===== config.mk =====
export PLATFORM = sky130hd
export DESIGN_NAME = doubly_linked_list_manager_top_flat
export DESIGN_NICKNAME = d
export VERILOG_FILES = /design/src/sv/dllm_pkg.sv /design/src/sv/dllm_req_if.sv /design/src/sv/dllm_rsp_if.sv /design/src/sv/dllm_ram.sv /design/src/sv/doubly_linked_list_manager_top.sv /design/src/flat_wrapper.sv
export SDC_FILE = /design/constraint.sdc
export NUM_CORES = 1
export LEC_CHECK = 0
export ABC_AREA = 1
export BUFFER_PORTS_ARGS = -buffer_cell sky130_fd_sc_hd__buf_2
export CORE_ASPECT_RATIO = 0.8
export CORE_MARGIN = 1.5
export CORE_UTILIZATION = 40
export DETAILED_ROUTE_END_ITERATION = 8
export PLACE_DENSITY_LB_ADDON = 0.05
export SETUP_SLACK_MARGIN = 0.05
export SLEW_MARGIN = 30
export SYNTH_ARGS = -nofsm -noshare
export SYNTH_HDL_FRONTEND = slang
export SYNTH_HIERARCHICAL = 1
export SYNTH_SLANG_ARGS = --single-unit

===== constraint.sdc =====
create_clock -name i_clk -period 3.4 [get_ports i_clk]
set_clock_uncertainty 0.15 [all_clocks]
set_input_delay 0.34 -clock i_clk [delete_from_list [all_inputs] [get_ports i_clk]]
set_output_delay 0.34 -clock i_clk [all_outputs]
set_load 0.03 [all_outputs]

===== src/sv/dllm_pkg.sv =====
package dllm_pkg;

    // Field widths of the request and response items.
    localparam int REQ_W    = 3;
    localparam int DIN_W    = 32;
    localparam int SEL_W    = 4;
    localparam int DOUT_W   = 32;
    localparam int HANDLE_W = 4;
    localparam int STATUS_W = 2;
    localparam int COUNT_W  = 5;

    typedef logic [REQ_W-1:0]    t_req;
    typedef logic [STATUS_W-1:0] t_status;

    // Request kinds.
    localparam t_req REQ_PUSH_TAIL = 3'd0;
    localparam t_req REQ_PUSH_HEAD = 3'd1;
    localparam t_req REQ_POP_TAIL  = 3'd2;
    localparam t_req REQ_POP_HEAD  = 3'd3;
    localparam t_req REQ_REMOVE    = 3'd4;

    // Response status codes.
    localparam t_status ST_OK      = 2'd0;
    localparam t_status ST_EMPTY   = 2'd1;
    localparam t_status ST_FULL    = 2'd2;
    localparam t_status ST_INVALID = 2'd3;

endpackage


===== src/sv/dllm_req_if.sv =====
interface dllm_req_if;
    logic                        valid;
    logic                        ready;
    logic [dllm_pkg::REQ_W-1:0]  req_type;
    logic [dllm_pkg::DIN_W-1:0]  data_in;
    logic [dllm_pkg::SEL_W-1:0]  node_sel;

    modport source (output valid, output req_type, output data_in, output node_sel,
                    input ready);
    modport sink   (input valid, input req_type, input data_in, input node_sel,
                    output ready);
endinterface


===== src/sv/dllm_rsp_if.sv =====
interface dllm_rsp_if;
    logic                           valid;
    logic                           ready;
    logic [dllm_pkg::DOUT_W-1:0]    data_out;
    logic [dllm_pkg::HANDLE_W-1:0]  node_handle;
    logic [dllm_pkg::STATUS_W-1:0]  status;
    logic [dllm_pkg::COUNT_W-1:0]   entry_count;

    modport source (output valid, output data_out, output node_handle, output status,
                    output entry_count, input ready);
    modport sink   (input valid, input data_out, input node_handle, input status,
                    input entry_count, output ready);
endinterface


===== src/sv/dllm_ram.sv =====
module dllm_ram #(
    parameter int WIDTH = 32,
    parameter int DEPTH = 16
) (
    input  logic                     i_clk,
    input  logic                     i_we,
    input  logic [$clog2(DEPTH)-1:0] i_waddr,
    input  logic [WIDTH-1:0]         i_wdata,
    input  logic                     i_re,
    input  logic [$clog2(DEPTH)-1:0] i_raddr,
    output logic [WIDTH-1:0]         o_rdata
);

    logic [WIDTH-1:0] r_mem [DEPTH];
    logic [WIDTH-1:0] r_rdata;

    // A read at the address being written returns the old contents.
    always_ff @(posedge i_clk) begin
        if (i_we) begin
            r_mem[i_waddr] <= i_wdata;
        end
        if (i_re) begin
            r_rdata <= r_mem[i_raddr];
        end
    end

    assign o_rdata = r_rdata;

endmodule


===== src/sv/doubly_linked_list_manager_top.sv =====
// Doubly linked list deque over a pool of NODES nodes. Each request item pushes at the
// tail or head (claiming the lowest numbered free node), pops from the tail or head, or
// unlinks the node named by node_sel, and each returns exactly one response item with
// the data word, the node handle, a status and the entry count after the request.
// The block takes one request per cycle unless stalled by back pressure: the first stage
// reads the node's data and links from the node memories at an address formed from
// the head or tail pointer as the previous request leaves it, or from node_sel, and
// the second stage updates the links and loads the response register. Back pressure
// on the response side stalls the request side once the two-stage pipeline is full.
// The node memories need no clearing after reset.
module doubly_linked_list_manager_top #(
    parameter int NODES      = 16,
    parameter int DATA_WIDTH = 32
) (
    input  logic       i_clk,
    input  logic       i_rst_n,
    dllm_req_if.sink   i_req,
    dllm_rsp_if.source o_rsp
);

    // Node index width, list count width and a width wide enough to compare a
    // request's node handle against the pool size.
    localparam int AW = (NODES > 1) ? $clog2(NODES) : 1;
    localparam int CW = $clog2(NODES + 1);
    localparam int EW = (CW > dllm_pkg::SEL_W) ? CW : dllm_pkg::SEL_W;

    // ------------------------------------------------------------------
    // List state. The links of the end nodes are never followed: whether a
    // node is the head or the tail is decided by comparing with the pointers,
    // so a push only writes the pair of links that join it to the list.
    // ------------------------------------------------------------------
    logic [AW-1:0]    r_head, n_head;
    logic [AW-1:0]    r_tail, n_tail;
    logic [CW-1:0]    r_count, n_count;
    logic [NODES-1:0] r_in_use, n_in_use;

    // Stage one: the accepted request, its memory reads in flight.
    logic                          r_s1_vld;
    dllm_pkg::t_req                r_s1_req;
    logic [dllm_pkg::DIN_W-1:0]    r_s1_data;
    logic [dllm_pkg::SEL_W-1:0]    r_s1_sel;

    // Forwarding of a write made by the request finishing in the same cycle
    // as the read of the next one.
    logic                  r_byp_next, r_byp_prev, r_byp_data;
    logic [AW-1:0]         r_byp_next_val, r_byp_prev_val;
    logic [DATA_WIDTH-1:0] r_byp_data_val;

    // Response register.
    logic                            r_out_vld;
    logic [dllm_pkg::DOUT_W-1:0]     r_out_data;
    logic [dllm_pkg::HANDLE_W-1:0]   r_out_handle;
    dllm_pkg::t_status               r_out_status;
    logic [dllm_pkg::COUNT_W-1:0]    r_out_count;

    // Handshake.
    logic s1_fire;
    logic in_accept;

    assign s1_fire     = r_s1_vld && (!r_out_vld || o_rsp.ready);
    assign i_req.ready = !r_s1_vld || s1_fire;
    assign in_accept   = i_req.valid && i_req.ready;

    // Memory ports.
    logic                  next_we, prev_we, data_we;
    logic [AW-1:0]         next_waddr, prev_waddr, data_waddr;
    logic [AW-1:0]         next_wdata, prev_wdata;
    logic [DATA_WIDTH-1:0] data_wdata;
    logic [AW-1:0]         raddr;
    logic [AW-1:0]         next_q, prev_q;
    logic [DATA_WIDTH-1:0] data_q;

    dllm_ram #(.WIDTH(AW), .DEPTH(NODES)) u_next_ram (
        .i_clk   (i_clk),
        .i_we    (next_we),
        .i_waddr (next_waddr),
        .i_wdata (next_wdata),
        .i_re    (in_accept),
        .i_raddr (raddr),
        .o_rdata (next_q)
    );

    dllm_ram #(.WIDTH(AW), .DEPTH(NODES)) u_prev_ram (
        .i_clk   (i_clk),
        .i_we    (prev_we),
        .i_waddr (prev_waddr),
        .i_wdata (prev_wdata),
        .i_re    (in_accept),
        .i_raddr (raddr),
        .o_rdata (prev_q)
    );

    dllm_ram #(.WIDTH(DATA_WIDTH), .DEPTH(NODES)) u_data_ram (
        .i_clk   (i_clk),
        .i_we    (data_we),
        .i_waddr (data_waddr),
        .i_wdata (data_wdata),
        .i_re    (in_accept),
        .i_raddr (raddr),
        .o_rdata (data_q)
    );

    // ------------------------------------------------------------------
    // Stage two: apply the request in the first stage to the list.
    // ------------------------------------------------------------------
    logic [AW-1:0]                 rd_next, rd_prev;
    logic [DATA_WIDTH-1:0]         rd_data;
    logic                          free_found;
    logic [AW-1:0]                 free_idx;
    logic [EW-1:0]                 s1_sel_ext;
    logic                          s1_sel_ok;
    logic [AW-1:0]                 s1_sel_addr;
    logic [AW-1:0]                 victim;
    logic                          take_ok;
    logic                          is_head, is_tail;
    logic [dllm_pkg::DOUT_W-1:0]   rsp_data;
    logic [dllm_pkg::HANDLE_W-1:0] rsp_handle;
    dllm_pkg::t_status             rsp_status;

    assign rd_next = r_byp_next ? r_byp_next_val : next_q;
    assign rd_prev = r_byp_prev ? r_byp_prev_val : prev_q;
    assign rd_data = r_byp_data ? r_byp_data_val : data_q;

    assign s1_sel_ext  = EW'(r_s1_sel);
    assign s1_sel_ok   = s1_sel_ext < EW'(NODES);
    assign s1_sel_addr = s1_sel_ext[AW-1:0];

    // Lowest numbered free node.
    always_comb begin
        free_idx = '0;
        for (int i = NODES - 1; i >= 0; i--) begin
            if (!r_in_use[i]) begin
                free_idx = AW'(i);
            end
        end
    end
    assign free_found = ~&r_in_use;

    always_comb begin
        n_head     = r_head;
        n_tail     = r_tail;
        n_count    = r_count;
        n_in_use   = r_in_use;
        next_we    = 1'b0;
        next_waddr = '0;
        next_wdata = '0;
        prev_we    = 1'b0;
        prev_waddr = '0;
        prev_wdata = '0;
        data_we    = 1'b0;
        data_waddr = free_idx;
        data_wdata = DATA_WIDTH'(r_s1_data);
        victim     = s1_sel_addr;
        take_ok    = 1'b0;
        is_head    = 1'b0;
        is_tail    = 1'b0;
        rsp_data   = '0;
        rsp_handle = '0;
        rsp_status = dllm_pkg::ST_OK;

        case (r_s1_req)
            dllm_pkg::REQ_PUSH_TAIL, dllm_pkg::REQ_PUSH_HEAD: begin
                if (!free_found) begin
                    rsp_status = dllm_pkg::ST_FULL;
                end else begin
                    rsp_handle         = dllm_pkg::HANDLE_W'(free_idx);
                    data_we            = s1_fire;
                    n_in_use[free_idx] = 1'b1;
                    n_count            = r_count + 1'b1;
                    if (r_count == '0) begin
                        n_head = free_idx;
                        n_tail = free_idx;
                    end else if (r_s1_req == dllm_pkg::REQ_PUSH_HEAD) begin
                        next_we    = s1_fire;
                        next_waddr = free_idx;
                        next_wdata = r_head;
                        prev_we    = s1_fire;
                        prev_waddr = r_head;
                        prev_wdata = free_idx;
                        n_head     = free_idx;
                    end else begin
                        prev_we    = s1_fire;
                        prev_waddr = free_idx;
                        prev_wdata = r_tail;
                        next_we    = s1_fire;
                        next_waddr = r_tail;
                        next_wdata = free_idx;
                        n_tail     = free_idx;
                    end
                end
            end
            dllm_pkg::REQ_POP_TAIL, dllm_pkg::REQ_POP_HEAD, dllm_pkg::REQ_REMOVE: begin
                if (r_s1_req == dllm_pkg::REQ_POP_TAIL) begin
                    victim  = r_tail;
                    take_ok = r_count != '0;
                end else if (r_s1_req == dllm_pkg::REQ_POP_HEAD) begin
                    victim  = r_head;
                    take_ok = r_count != '0;
                end else begin
                    victim  = s1_sel_addr;
                    take_ok = s1_sel_ok && r_in_use[s1_sel_addr];
                end
                if (!take_ok) begin
                    rsp_status = (r_s1_req == dllm_pkg::REQ_REMOVE) ?
                                 dllm_pkg::ST_INVALID : dllm_pkg::ST_EMPTY;
                end else begin
                    is_head          = victim == r_head;
                    is_tail          = victim == r_tail;
                    rsp_data         = dllm_pkg::DOUT_W'(rd_data);
                    rsp_handle       = dllm_pkg::HANDLE_W'(victim);
                    n_in_use[victim] = 1'b0;
                    n_count          = r_count - 1'b1;
                    if (is_head) begin
                        n_head = rd_next;
                    end else begin
                        next_we    = s1_fire;
                        next_waddr = rd_prev;
                        next_wdata = rd_next;
                    end
                    if (is_tail) begin
                        n_tail = rd_prev;
                    end else begin
                        prev_we    = s1_fire;
                        prev_waddr = rd_next;
                        prev_wdata = rd_prev;
                    end
                end
            end
            default: begin
                // Unknown request kinds leave the list as it is.
            end
        endcase

        // Nothing changes unless the request actually completes this cycle.
        if (!s1_fire) begin
            n_head   = r_head;
            n_tail   = r_tail;
            n_count  = r_count;
            n_in_use = r_in_use;
        end
    end

    // ------------------------------------------------------------------
    // Stage one read address, formed from the pointers as the request now
    // completing leaves them.
    // ------------------------------------------------------------------
    logic [EW-1:0] in_sel_ext;

    assign in_sel_ext = EW'(i_req.node_sel);

    always_comb begin
        case (i_req.req_type)
            dllm_pkg::REQ_POP_TAIL: raddr = n_tail;
            dllm_pkg::REQ_POP_HEAD: raddr = n_head;
            default:                raddr = in_sel_ext[AW-1:0];
        endcase
    end

    // ------------------------------------------------------------------
    // Registers.
    // ------------------------------------------------------------------
    always_ff @(posedge i_clk) begin
        if (!i_rst_n) begin
            r_head     <= '0;
            r_tail     <= '0;
            r_count    <= '0;
            r_in_use   <= '0;
            r_s1_vld   <= 1'b0;
            r_out_vld  <= 1'b0;
            r_byp_next <= 1'b0;
            r_byp_prev <= 1'b0;
            r_byp_data <= 1'b0;
        end else begin
            r_head   <= n_head;
            r_tail   <= n_tail;
            r_count  <= n_count;
            r_in_use <= n_in_use;

            if (in_accept) begin
                r_s1_vld   <= 1'b1;
                r_byp_next <= next_we && (next_waddr == raddr);
                r_byp_prev <= prev_we && (prev_waddr == raddr);
                r_byp_data <= data_we && (data_waddr == raddr);
            end else if (s1_fire) begin
                r_s1_vld <= 1'b0;
            end

            if (s1_fire) begin
                r_out_vld <= 1'b1;
            end else if (o_rsp.ready) begin
                r_out_vld <= 1'b0;
            end
        end
    end

    // Payload registers.
    always_ff @(posedge i_clk) begin
        if (in_accept) begin
            r_s1_req       <= i_req.req_type;
            r_s1_data      <= i_req.data_in;
            r_s1_sel       <= i_req.node_sel;
            r_byp_next_val <= next_wdata;
            r_byp_prev_val <= prev_wdata;
            r_byp_data_val <= data_wdata;
        end
        if (s1_fire) begin
            r_out_data   <= rsp_data;
            r_out_handle <= rsp_handle;
            r_out_status <= rsp_status;
            r_out_count  <= dllm_pkg::COUNT_W'(n_count);
        end
    end

    assign o_rsp.valid       = r_out_vld;
    assign o_rsp.data_out    = r_out_data;
    assign o_rsp.node_handle = r_out_handle;
    assign o_rsp.status      = r_out_status;
    assign o_rsp.entry_count = r_out_count;

endmodule

===== src/flat_wrapper.sv =====
// flat-port wrapper written by rule: the top's interface ports become plain ports
module doubly_linked_list_manager_top_flat 
#(
    parameter int NODES      = 16,
    parameter int DATA_WIDTH = 32
)
  (i_clk, i_rst_n, i_req_valid, i_req_req_type, i_req_data_in, i_req_node_sel, i_req_ready, o_rsp_valid, o_rsp_data_out, o_rsp_node_handle, o_rsp_status, o_rsp_entry_count, o_rsp_ready);
  dllm_req_if i_req_i ();
  dllm_rsp_if o_rsp_i ();
  input  logic i_clk;
  input  logic i_rst_n;
  input wire logic [$bits(i_req_i.valid)-1:0] i_req_valid;
  input wire logic [$bits(i_req_i.req_type)-1:0] i_req_req_type;
  input wire logic [$bits(i_req_i.data_in)-1:0] i_req_data_in;
  input wire logic [$bits(i_req_i.node_sel)-1:0] i_req_node_sel;
  output wire logic [$bits(i_req_i.ready)-1:0] i_req_ready;
  output wire logic [$bits(o_rsp_i.valid)-1:0] o_rsp_valid;
  output wire logic [$bits(o_rsp_i.data_out)-1:0] o_rsp_data_out;
  output wire logic [$bits(o_rsp_i.node_handle)-1:0] o_rsp_node_handle;
  output wire logic [$bits(o_rsp_i.status)-1:0] o_rsp_status;
  output wire logic [$bits(o_rsp_i.entry_count)-1:0] o_rsp_entry_count;
  input wire logic [$bits(o_rsp_i.ready)-1:0] o_rsp_ready;
  assign i_req_i.valid = i_req_valid;
  assign i_req_i.req_type = i_req_req_type;
  assign i_req_i.data_in = i_req_data_in;
  assign i_req_i.node_sel = i_req_node_sel;
  assign i_req_ready = i_req_i.ready;
  assign o_rsp_valid = o_rsp_i.valid;
  assign o_rsp_data_out = o_rsp_i.data_out;
  assign o_rsp_node_handle = o_rsp_i.node_handle;
  assign o_rsp_status = o_rsp_i.status;
  assign o_rsp_entry_count = o_rsp_i.entry_count;
  assign o_rsp_i.ready = o_rsp_ready;
  doubly_linked_list_manager_top #(.NODES(NODES), .DATA_WIDTH(DATA_WIDTH)) u_core (.i_clk(i_clk), .i_rst_n(i_rst_n), .i_req(i_req_i), .o_rsp(o_rsp_i));
endmodule

Word level (Yosys, flattened, before mapping)
Memories as Yosys holds them, arrays and structs flattened. A register that Yosys moved wholly into a read port is not among the register bits.
Index checks and enable logic that the tools add are counted.
Widths: inputs -> output; s select.

storage, ports and cells
  register bits after elaboration = 156
  bits in writable memories = 640
  output and inout port bits = 45
  logic and storage cells = 167
  memories = 3

memory list
  memory                   depth  width  rd ports  clocked after memory_dff  write ports  RTL line        text
  u_core.u_data_ram.r_mem  16     32     1         1                         1            dllm_ram.sv:14  logic [WIDTH-1:0] r_mem [DEPTH];
  u_core.u_next_ram.r_mem  16     4      1         1                         1            dllm_ram.sv:14
  u_core.u_prev_ram.r_mem  16     4      1         1                         1            dllm_ram.sv:14

cells by class
  add/subtract/negate cells = 2
  magnitude comparators = 6
  equal/unequal tests = 13
  mux-type cells = 98
  bitwise gates (word level) = 3
  reductions and logical operators = 23

operator list
  kind                 number
  $mux 4               49
  $pmux 4 s2           8
  $mux 16              2
  $mux 32              1
  $pmux 16 s2          1
  $mux 1               24
  $eq 4x4->1           5
  $lt 4x5->1 const B   4
  $and 16x16->16       1
  $not 16->16          1
  $or 16x16->16        1
  $reduce_and 16->1    1
  $mux 5               3
  $eq 3x2->1 const B   4
  $pmux 5 s2           1
  $demux 1 s4          2
  $ge 4x1->1 const B   2
  $logic_and 1x1->1    8
  $mux 2               3
  $reduce_bool 2->1    3
  $add 5x1->5 const B  1
  $logic_not 5->1      1
  $reduce_bool 5->1    1
  $sub 5x1->5 const B  1
  13 further kinds     17

Logic depth before layout (Yosys ltp)
Gate-level depths: netlist of run 1.

  depth in word-level cells = 24
  mapped depth = 33
  mapped depth without buffers = 30

Hierarchy
The synthesis of run 1 kept the hierarchy.

by module, submodules not included
  module                            instances  cells an instance  area an instance (µm²)
  dllm_ram (u_core.u_data_ram)      1          2,120              23,050.9
  doubly_linked_list_manager_top    1          798                7,523.5
  dllm_ram (u_core.u_next_ram ...)  2          290                3,006.6

Worst setup path before layout of run 1
Ideal clock, no wire load.

  kind = reg-to-reg
  start = register u_core.r_out_vld, in the netlist u_core/o_rsp.valid
  end = register u_core.r_byp_next
  setup time = 0.067 ns
  arrival = 3.887 ns
  required time = 3.183 ns
  path slack = -0.705 ns
  stages on the path, launching flop included = 10
  clock period less this slack = 4.105 ns
  cells stage by stage = dfxtp_1 -> nand3_1 -> nand2_1 -> inv_1 -> nand2_1 -> nor2_1 -> nand2_1 -> nor2_2 -> nand3_1 -> a21oi_2

between the ends
  elaborated cells between the ends (all ways) = 15
  classes of those cells = eq/ne: 1; mux: 8; reduce/logical: 6

RTL lines
  what                    RTL line                               text
  from (decl)             doubly_linked_list_manager_top.sv:50   logic r_out_vld;
  from (signal assigned)  doubly_linked_list_manager_top.sv:269  r_out_vld <= 1'b0;
  from (signal assigned)  doubly_linked_list_manager_top.sv:289  r_out_vld <= 1'b1;
  from (signal assigned)  doubly_linked_list_manager_top.sv:291  r_out_vld <= 1'b0;
  $logic_not 1->1         doubly_linked_list_manager_top.sv:60   assign s1_fire = r_s1_vld && (!r_out_vld || o_rsp.ready);
  $logic_or 1x1->1        doubly_linked_list_manager_top.sv:60
  $logic_and 1x1->1       doubly_linked_list_manager_top.sv:60
  $logic_or 1x1->1        doubly_linked_list_manager_top.sv:61   assign i_req.ready = !r_s1_vld || s1_fire;
  via i_req_ready         flat_wrapper.sv:16                     output wire logic [$bits(i_req_i.ready)-1:0] i_req_ready;
  $logic_and 1x1->1       doubly_linked_list_manager_top.sv:62   assign in_accept = i_req.valid && i_req.ready;
  via u_core.in_accept    doubly_linked_list_manager_top.sv:58   logic in_accept;
  to (signal assigned)    doubly_linked_list_manager_top.sv:281  r_byp_next <= next_we && (next_waddr == raddr);
  to (decl)               doubly_linked_list_manager_top.sv:45   logic r_byp_next, r_byp_prev, r_byp_data;

The timed path passes the listed nets, and every way through them passes these cells.
A chain may end at the register's enable or synchronous reset.

Worst setup path in the final report of run 1
  start = register u_core.r_s1_req[0]
  end = register u_core.u_data_ram.r_rdata[8], in the netlist u_core/u_data_ram/o_rdata[8] (read register of u_core.u_data_ram.r_mem) (data pin)

between the ends
  longest elaborated chain between the ends = 10
  elaborated cells between the ends (all ways) = 30
  classes of those cells = eq/ne: 6; mux: 21; reduce/logical: 3

ends and longest elaborated chain
  what                                  RTL line                                                                      text
  from (decl)                           doubly_linked_list_manager_top.sv:39                                          dllm_pkg::t_req r_s1_req;
  from (signal assigned)                doubly_linked_list_manager_top.sv:299                                         r_s1_req <= i_req.req_type;
  $eq 3x2->1                            doubly_linked_list_manager_top.sv:161, doubly_linked_list_manager_top.sv:196
  $mux 4                                doubly_linked_list_manager_top.sv:196                                         end else if (r_s1_req == dllm_pkg::REQ_POP_HEAD) begin
  $mux 4                                doubly_linked_list_manager_top.sv:193                                         if (r_s1_req == dllm_pkg::REQ_POP_TAIL) begin
  $mux 4                                doubly_linked_list_manager_top.sv:161                                         case (r_s1_req)
  $eq 4x4->1, on equally long branches  doubly_linked_list_manager_top.sv:207, doubly_linked_list_manager_top.sv:208
  $mux 4, on equally long branches      doubly_linked_list_manager_top.sv:213, doubly_linked_list_manager_top.sv:220
  $mux 4                                doubly_linked_list_manager_top.sv:203                                         if (!take_ok) begin
  $pmux 4 s2                            doubly_linked_list_manager_top.sv:161
  $mux 4                                doubly_linked_list_manager_top.sv:235                                         if (!s1_fire) begin
  $pmux 4 s2 *                          doubly_linked_list_manager_top.sv:252                                         case (i_req.req_type)
  via u_core.raddr[0]                   doubly_linked_list_manager_top.sv:69                                          logic [AW-1:0] raddr;
  to (decl)                             dllm_ram.sv:15                                                                logic [WIDTH-1:0] r_rdata;

The timed path passes the listed nets; every way through them passes the cells marked *. The select of a mux whose other input is x is not followed.

==> results.json, run 1 <==
{
  "yosysSeqAreaShare": 0.677,
  "holdWs_ns": 0.135,
  "crit_family": "simple AND/OR/NAND/NOR gates",
  "worstSkewPairLatency_ns": 0.66,
  "cts.htree.levels": 3,
  "path_class": "flop to flop",
  "io_buffer_count": 87,
  "cp-start-kind": "flop",
  "syn_area_um2": 36600,
  "grt_pass1_wl_um": 158000,
  "first_iter_violations": 2304,
  "power_density_nw_per_um2": 513,
  "setup_violations": 0,
  "cts_tree": "yes",
  "clkPwrFrac": 0.409,
  "crit_required_ns": 3.66,
  "grt.total_usage": 0.225,
  "firstDrtPassIters": 6,
  "critPathSlowestCell": "edfxtp_1",
  "initial_utilization": 0.402,
  "yosys-top-cells-count": "1,047 x nand2_1, 802 x edfxtp_1, 572 x inv_1",
  "combPwrFrac": 0.087,
  "synthFlopType": "edfxtp_1",
  "setup_tns_ns": 0,
  "antenna_left": 0,
  "clkSlewWorstSetupHoldPaths_ns": 0.06,
  "p_leak_nw": 18.7,
  "overflow": 0,
  "worst_pin_slew_ns": 0.651,
  "syn-instance-count": 3498,
  "fin_crit_sh": 0.994,
  "cts_buffers": 88,
  "cp-end-kind": "flop",
  "dieArea_um2": 93300,
  "intPower_w": 0.0177,
  "yosysWarnings": 6,
  "post-place-ws_ns": -0.203,
  "postSynth.asyncResetShare": 0,
  "wl_um": 105000,
  "dr_total_vias": 25600,
  "place_congestion": 0.917,
  "cts-root-buf": "clkbuf_16",
  "fin_ws_ns": 0.0205,
  "yosysMostFrequentCell": "nand2_1",
  "power.switching_w": 0.00539,
  "yosysUniqueCellTypes": 45,
  "grt_max_degree": 46,
  "irDropWorstVdd_uv": 408,
  "fmax_ghz": 0.296,
  "status": "completed",
  "placed_cells": 4925,
  "dp_hpwl_um": 63200,
  "antenna_found_initial": 1,
  "avgViaCountPerCell": 4.95,
  "swShare": 0.233,
  "synth_seq_cells": 836,
  "fillCellCount": 8302,
  "core_area_um2": 90900,
  "synth.area.top_cells": "edfxtp_1 66%, nand2_1 11%, nand3_1 7.5%",
  "pwr-share-seq": 0.504,
  "diodes": 0,
  "drive_above_1_share": 0.174,
  "maxSlewViolCount": 0,
  "path_max_fanout": 10,
  "avgSynthCellArea_um2": 10.5,
  "ctsLongestPathBuffers": 3,
  "die_x_um": 341,
  "path_common_cell": "nand2_1",
  "min_path_type": "input pin to flop",
  "synth_edf_count": 802,
  "grt_pass1_vias": 25200,
  "area_growth_pct": 22.9,
  "rsz0062_at_grt": "yes",
  "netlist.area_leader.share": 0.658,
  "die-height_um": 274,
  "worstPathArrival_ns": 3.64,
  "min_period_ns": 3.38,
  "max_cap_viol_count": 0,
  "relSlewSlack": 0.565,
  "syn-num-nets": 3543,
  "cp.buffers_inverters": 7,
  "max_stage_delay_ns": 0.38,
  "num_rows": 99,
  "layout.cells.non_filler": 5167,
  "ios": 88,
  "numClockSinks": 836,
  "post-route-util": 0.495,
  "nNetsFinal": 3934,
  "synth.largest_area_cell": "edfxtp_1",
  "drt_drc_violations_left": 0,
  "wl_per_cell_um": 20.3,
  "final_hold_viol_count": 0
}
per-layer routing:
metal	GRT usage	routed length, um	up-vias	part of all wire
li1	-	-	12300	-
met1	0.321	49200	12500	0.47
met2	0.364	48800	636	0.47
met3	0.0299	4660	148	0.044
met4	0.0560	2180	0	0.021
met5	0	0	-	0
state kept, by name, summed over array words and instances (netlist names), 5 cells and up:
| register | flops |
|---|---|
| u_core/r_count | 5 |
| u_core/r_in_use | 16 |
| u_core/u_prev_ram/r_mem | 64 |
| u_core/o_rsp.entry_count | 5 |
| u_core/u_data_ram/r_mem | 512 |
| u_core/r_byp_data_val | 32 |
| u_core/u_next_ram/r_mem | 64 |
| u_core/o_rsp.data_out | 32 |
| u_core/data_wdata | 32 |
| u_core/u_data_ram/o_rdata | 32 |
worst min-delay path, cell delays in order:
cell and delay (ns):
buf_2 0.09, clkinv_1 0.05, buf_4 0.25, a21oi_1 0.16
cell families (layout without fill, tap and decap cells):
| family | after synthesis | count (layout) | share of synthesized area |
|---|---|---|---|
| compound gates | 102 | 102 | 0.0156 |
| xor+xnor | 6 | 6 | 0.00185 |
| fa+ha+maj | 2 | 2 | 0.000684 |
| buf+inv | 740 | 1197 | 0.0881 |
| flops | 836 | 836 | 0.677 |
| mux | 36 | 36 | 0.00992 |
| simple gates | 1776 | 1776 | 0.207 |
worst paths after layout:
path	start	endpoint	slack, ns	cells past startpoint
max	u_core/r_s1_req[0]	u_core/u_data_ram/o_rdata[8]	0.02	26
min	i_rst_n	u_core/r_s1_vld	0.14	4
max reg2reg	u_core/r_s1_req[0]	u_core/u_data_ram/o_rdata[8]	0.02	26
min reg2reg	u_core/r_in_use[13]	u_core/r_in_use[13]	0.36	2
cell type report:
type | instances | area (um2) | area share
inverters | 595 | 2290 | 0.0510
clock inverters | 34 | 374 | 0.00832
flip-flops and latches | 836 | 24800 | 0.551
well taps | 1212 | 1520 | 0.0337
repair buffers | 446 | 4490 | 0.0998
clock buffers | 122 | 2430 | 0.0541
multi-input cells | 1922 | 9090 | 0.202
power groups by stage:
stage               Combinational [W]  Sequential (W)  Clock, W
finish                        0.00201          0.0116   0.00945
global route                  0.00218          0.0117    0.0101
CTS                           0.00194          0.0116   0.00972
detailed placement            0.00179          0.0119         0
global placement              0.00179          0.0118         0
floorplan                     0.00100          0.0118         0
cells in the final DEF, fill, tap and decap left out, types with 4 or more instances in the layout:
cell,instances
a21oi_2,7
inv_8,5
a21oi_1,42
nand3_4,5
nand2_2,38
nor2_1,100
inv_2,18
nand3_1,524
nand3b_1,7
o21ai_0,21
clkbuf_16,97
nand3_2,29
buf_6,13
edfxtp_1,802
nor2_2,5
o211ai_1,6
xor2_1,4
o22ai_1,7
nor3_1,9
clkinvlp_4,5
buf_2,87
nand4_1,11
nand2_4,14
mux2i_1,34
inv_4,4
o21ai_1,7
nand2_1,1008
buf_4,218
clkbuf_8,4
bufinv_16,6
clkbuf_1,27
buf_12,67
dfxtp_2,4
dfxtp_1,30
clkinv_2,14
nor2_4,22
clkinv_1,11
dlygate4sd3_1,41
inv_1,563
buf_16,11
through the flow:
step	power [W]	area (um2)
after floorplan	0.0128	36600
after global placement	0.0136	40600
after detailed placement	0.0136	40600
after CTS	0.0233	44500
after global routing	0.0239	45000
final	0.0231	45000
timing repair:
item | CTS | global route
gates cloned | 7 | 7
endpoints found under the hold margin | 41 | 0
pin swaps | 32 | 30
hold buffers | 41 | 0
buffers inserted | 19 | 14
gates resized for setup | 68 | 72
setup endpoints to repair | 49 | 171
Power figures use the tool's default switching activity.
==> run 2, diff against run 1 <==
--- a/config.mk
+++ b/config.mk
@@ -9,7 +9,7 @@
 export BUFFER_PORTS_ARGS = -buffer_cell sky130_fd_sc_hd__buf_2
 export CORE_ASPECT_RATIO = 0.8
 export CORE_MARGIN = 1.5
-export CORE_UTILIZATION = 40
+export CORE_UTILIZATION = 60
 export DETAILED_ROUTE_END_ITERATION = 8
 export PLACE_DENSITY_LB_ADDON = 0.05
 export SETUP_SLACK_MARGIN = 0.05
==> constraint.sdc (replaced) <==
create_clock -name i_clk -period 3.3 [get_ports i_clk]
set_clock_uncertainty 0.15 [all_clocks]
set_input_delay 0.33 -clock i_clk [delete_from_list [all_inputs] [get_ports i_clk]]
set_output_delay 0.33 -clock i_clk [all_outputs]
set_load 0.03 [all_outputs]
==> run 2 against run 1 <==
  * The flow now finishes with violations (negative setup slack)
  * Global-route usage up 9.6 points
  * Hold slack worse by 0.027 ns
  * Sequential share of layout area down 0.30 points
  * Via count up 4.6%
  * Wire length down 2.3%
  * Die area down 33%
  * Flip-flop and latch count unchanged
  * Clock power down 2%
  * Combinational power up 10%
  * Register-to-register slack worse by 0.21 ns
  * Critical path type unchanged
  * Largest cell class unchanged
==> results.json, run 2 (synthesized netlist as in run 1, its figures left out) <==
{
  "status": "finished, violations left",
  "violations": "negative setup slack",
  "cp-end-kind": "flop",
  "wl_per_cell_um": 21.4,
  "largest_register_ffs": 512,
  "dp_hpwl_um": 59400,
  "drive_above_1_share": 0.201,
  "swShare": 0.238,
  "worstPathArrival_ns": 3.75,
  "relSlewSlack": 0.471,
  "fin_ws_ns": -0.190,
  "intPower_w": 0.0179,
  "grt.total_usage": 0.321,
  "core_area_um2": 60000,
  "min_path_type": "input pin to flop",
  "wl_um": 102000,
  "worstSkewPairLatency_ns": 0.68,
  "worst_pin_slew_ns": 0.794,
  "grt_max_degree": 56,
  "num_rows": 80,
  "first_iter_violations": 2718,
  "ios": 88,
  "dieArea_um2": 62500,
  "irDropWorstVdd_uv": 528,
  "regMostFlops": "u_core/u_data_ram/r_mem",
  "rsz0062_at_grt": "yes",
  "path_max_fanout": 8,
  "met3_usage": 0.0474,
  "cts_tree": "yes",
  "diodes": 0,
  "final_cell_mix": "982 x nand2_1, 802 x edfxtp_1, 558 x inv_1",
  "numClockSinks": 836,
  "grt_use_met1": 0.464,
  "maxSlewViolCount": 0,
  "layout.cells.non_filler": 4776,
  "path_class": "flop to flop",
  "power_density_nw_per_um2": 519,
  "placed_cells": 4521,
  "fin_area_um2": 45200,
  "final_hold_viol_count": 0,
  "pwr-share-seq": 0.510,
  "dr_total_vias": 26700,
  "max_cap_viol_count": 0,
  "grt_util_met2": 0.506,
  "cts_buffers": 80,
  "r2r_start": "u_core/r_s1_req[0]",
  "setup_violations": 40,
  "fin_crit_sh": 1.06,
  "drt_drc_violations_left": 0,
  "power.switching_w": 0.00558,
  "ctsLongestPathBuffers": 3,
  "reg.largest.list": "u_core/u_data_ram/r_mem: 512 flops, u_core/u_next_ram/r_mem: 64 flops, u_core/u_prev_ram/r_mem: 64 flops",
  "die-height_um": 224,
  "clkSlewWorstSetupHoldPaths_ns": 0.06,
  "placed_area_um2": 40300,
  "min_period_ns": 3.49,
  "fmax_ghz": 0.287,
  "area_growth_pct": 23.6,
  "firstDrtPassIters": 5,
  "busiest_layer": "met2",
  "crit_required_ns": 3.56,
  "cts.htree.levels": 3,
  "io_buffer_count": 87,
  "antenna_left": 0,
  "antenna_found_initial": 0,
  "avgViaCountPerCell": 5.60,
  "hp-start": "i_req_valid",
  "place_congestion": 0.956,
  "clkPwrFrac": 0.395,
  "cts-root-buf": "clkbuf_16",
  "cp-start-kind": "flop",
  "die_x_um": 279,
  "finalPower_w": 0.0235,
  "mostFrequentLayoutCell": "nand2_1",
  "p_leak_nw": 19.1,
  "grt_pass1_wl_um": 149000,
  "combPwrFrac": 0.095,
  "initial_utilization": 0.610,
  "grt_pass1_vias": 25100,
  "nNetsFinal": 3981,
  "overflow": 0,
  "critical_path.startpoint": "u_core/r_s1_req[0]"
}
==> run 2: power by group through the flow <==
stage / Combinational (W) / Clock [W] / Sequential, W
floorplan: 0.00104 / 0 / 0.0122
global route: 0.00237 / 0.00973 / 0.0120
CTS: 0.00198 / 0.00932 / 0.0120
detailed placement: 0.00181 / 0 / 0.0122
finish: 0.00222 / 0.00928 / 0.0120
global placement: 0.00179 / 0 / 0.0122
==> run 2: critical path: stages (launching register included) <==
cell	delay, ns
edfxtp_1	0.37
buf_4	0.20
nand2_2	0.17
nand3_4	0.10
nand2_4	0.10
xor2_1	0.14
nand2_1	0.10
nor2_4	0.17
nand2_2	0.10
buf_6	0.13
o21ai_2	0.10
nand2_1	0.07
nand2_1	0.07
nand2_1	0.07
nand2_2	0.09
nand3_4	0.15
inv_8	0.12
buf_12	0.16
buf_12	0.13
clkbuf_16	0.16
nand2_1	0.05
nand3_1	0.07
nand3_1	0.10
nand3_1	0.11
nand2_1	0.05
==> run 2: metrics by stage <==
step           worst slack, ns  utilization  TNS (ns)  hold WS, ns
2_1_floorplan           -0.141            -    -61.10        0.279
3_3_place_gp            -0.228        0.673     -4.64        0.339
3_5_place_dp            -0.193        0.673     -4.09        0.348
4_1_cts                 -0.115        0.733     -2.84       0.0750
5_1_grt                 -0.334        0.754    -11.14        0.104
6_report                -0.190        0.754     -4.63        0.108
==> run 2: final cells by class <==
| cell class | instances | area, um2 |
|---|---|---|
| Inverter | 595 | 2300 |
| Multi-Input combinational cell | 1922 | 9430 |
| Clock buffer | 98 | 2090 |
| Tap cell | 779 | 975 |
| Clock inverter | 45 | 522 |
| Sequential cell | 836 | 24800 |
| Fill cell | 3993 | 14700 |
| Timing Repair Buffer | 501 | 5130 |
==> run 2: repair_timing <==
| action | CTS | global route |
|---|---|---|
| cloned | 8 | 10 |
| hold buffers | 41 | 0 |
| buffers inserted | 19 | 37 |
| hold endpoints to repair | 41 | 0 |
| resized for setup | 52 | 212 |
| setup endpoints to repair | 110 | 194 |
| pin swaps | 14 | 76 |
==> run 2: worst paths after layout <==
check	to	slack, ns	cells past startpoint
max	u_core/u_data_ram/o_rdata[25]	-0.19	24
min	u_core/r_byp_data	0.11	5
max reg2reg	u_core/u_data_ram/o_rdata[25]	-0.19	24
min reg2reg	u_core/r_in_use[4]	0.36	2
==> run 2: per-layer routing <==
layer  vias to the layer above  part of all wire
met4                         0             0.032
met3                       233             0.085
li1                      12300                 -
met1                     12800              0.42
met2                      1337              0.47
met5                         -                 0
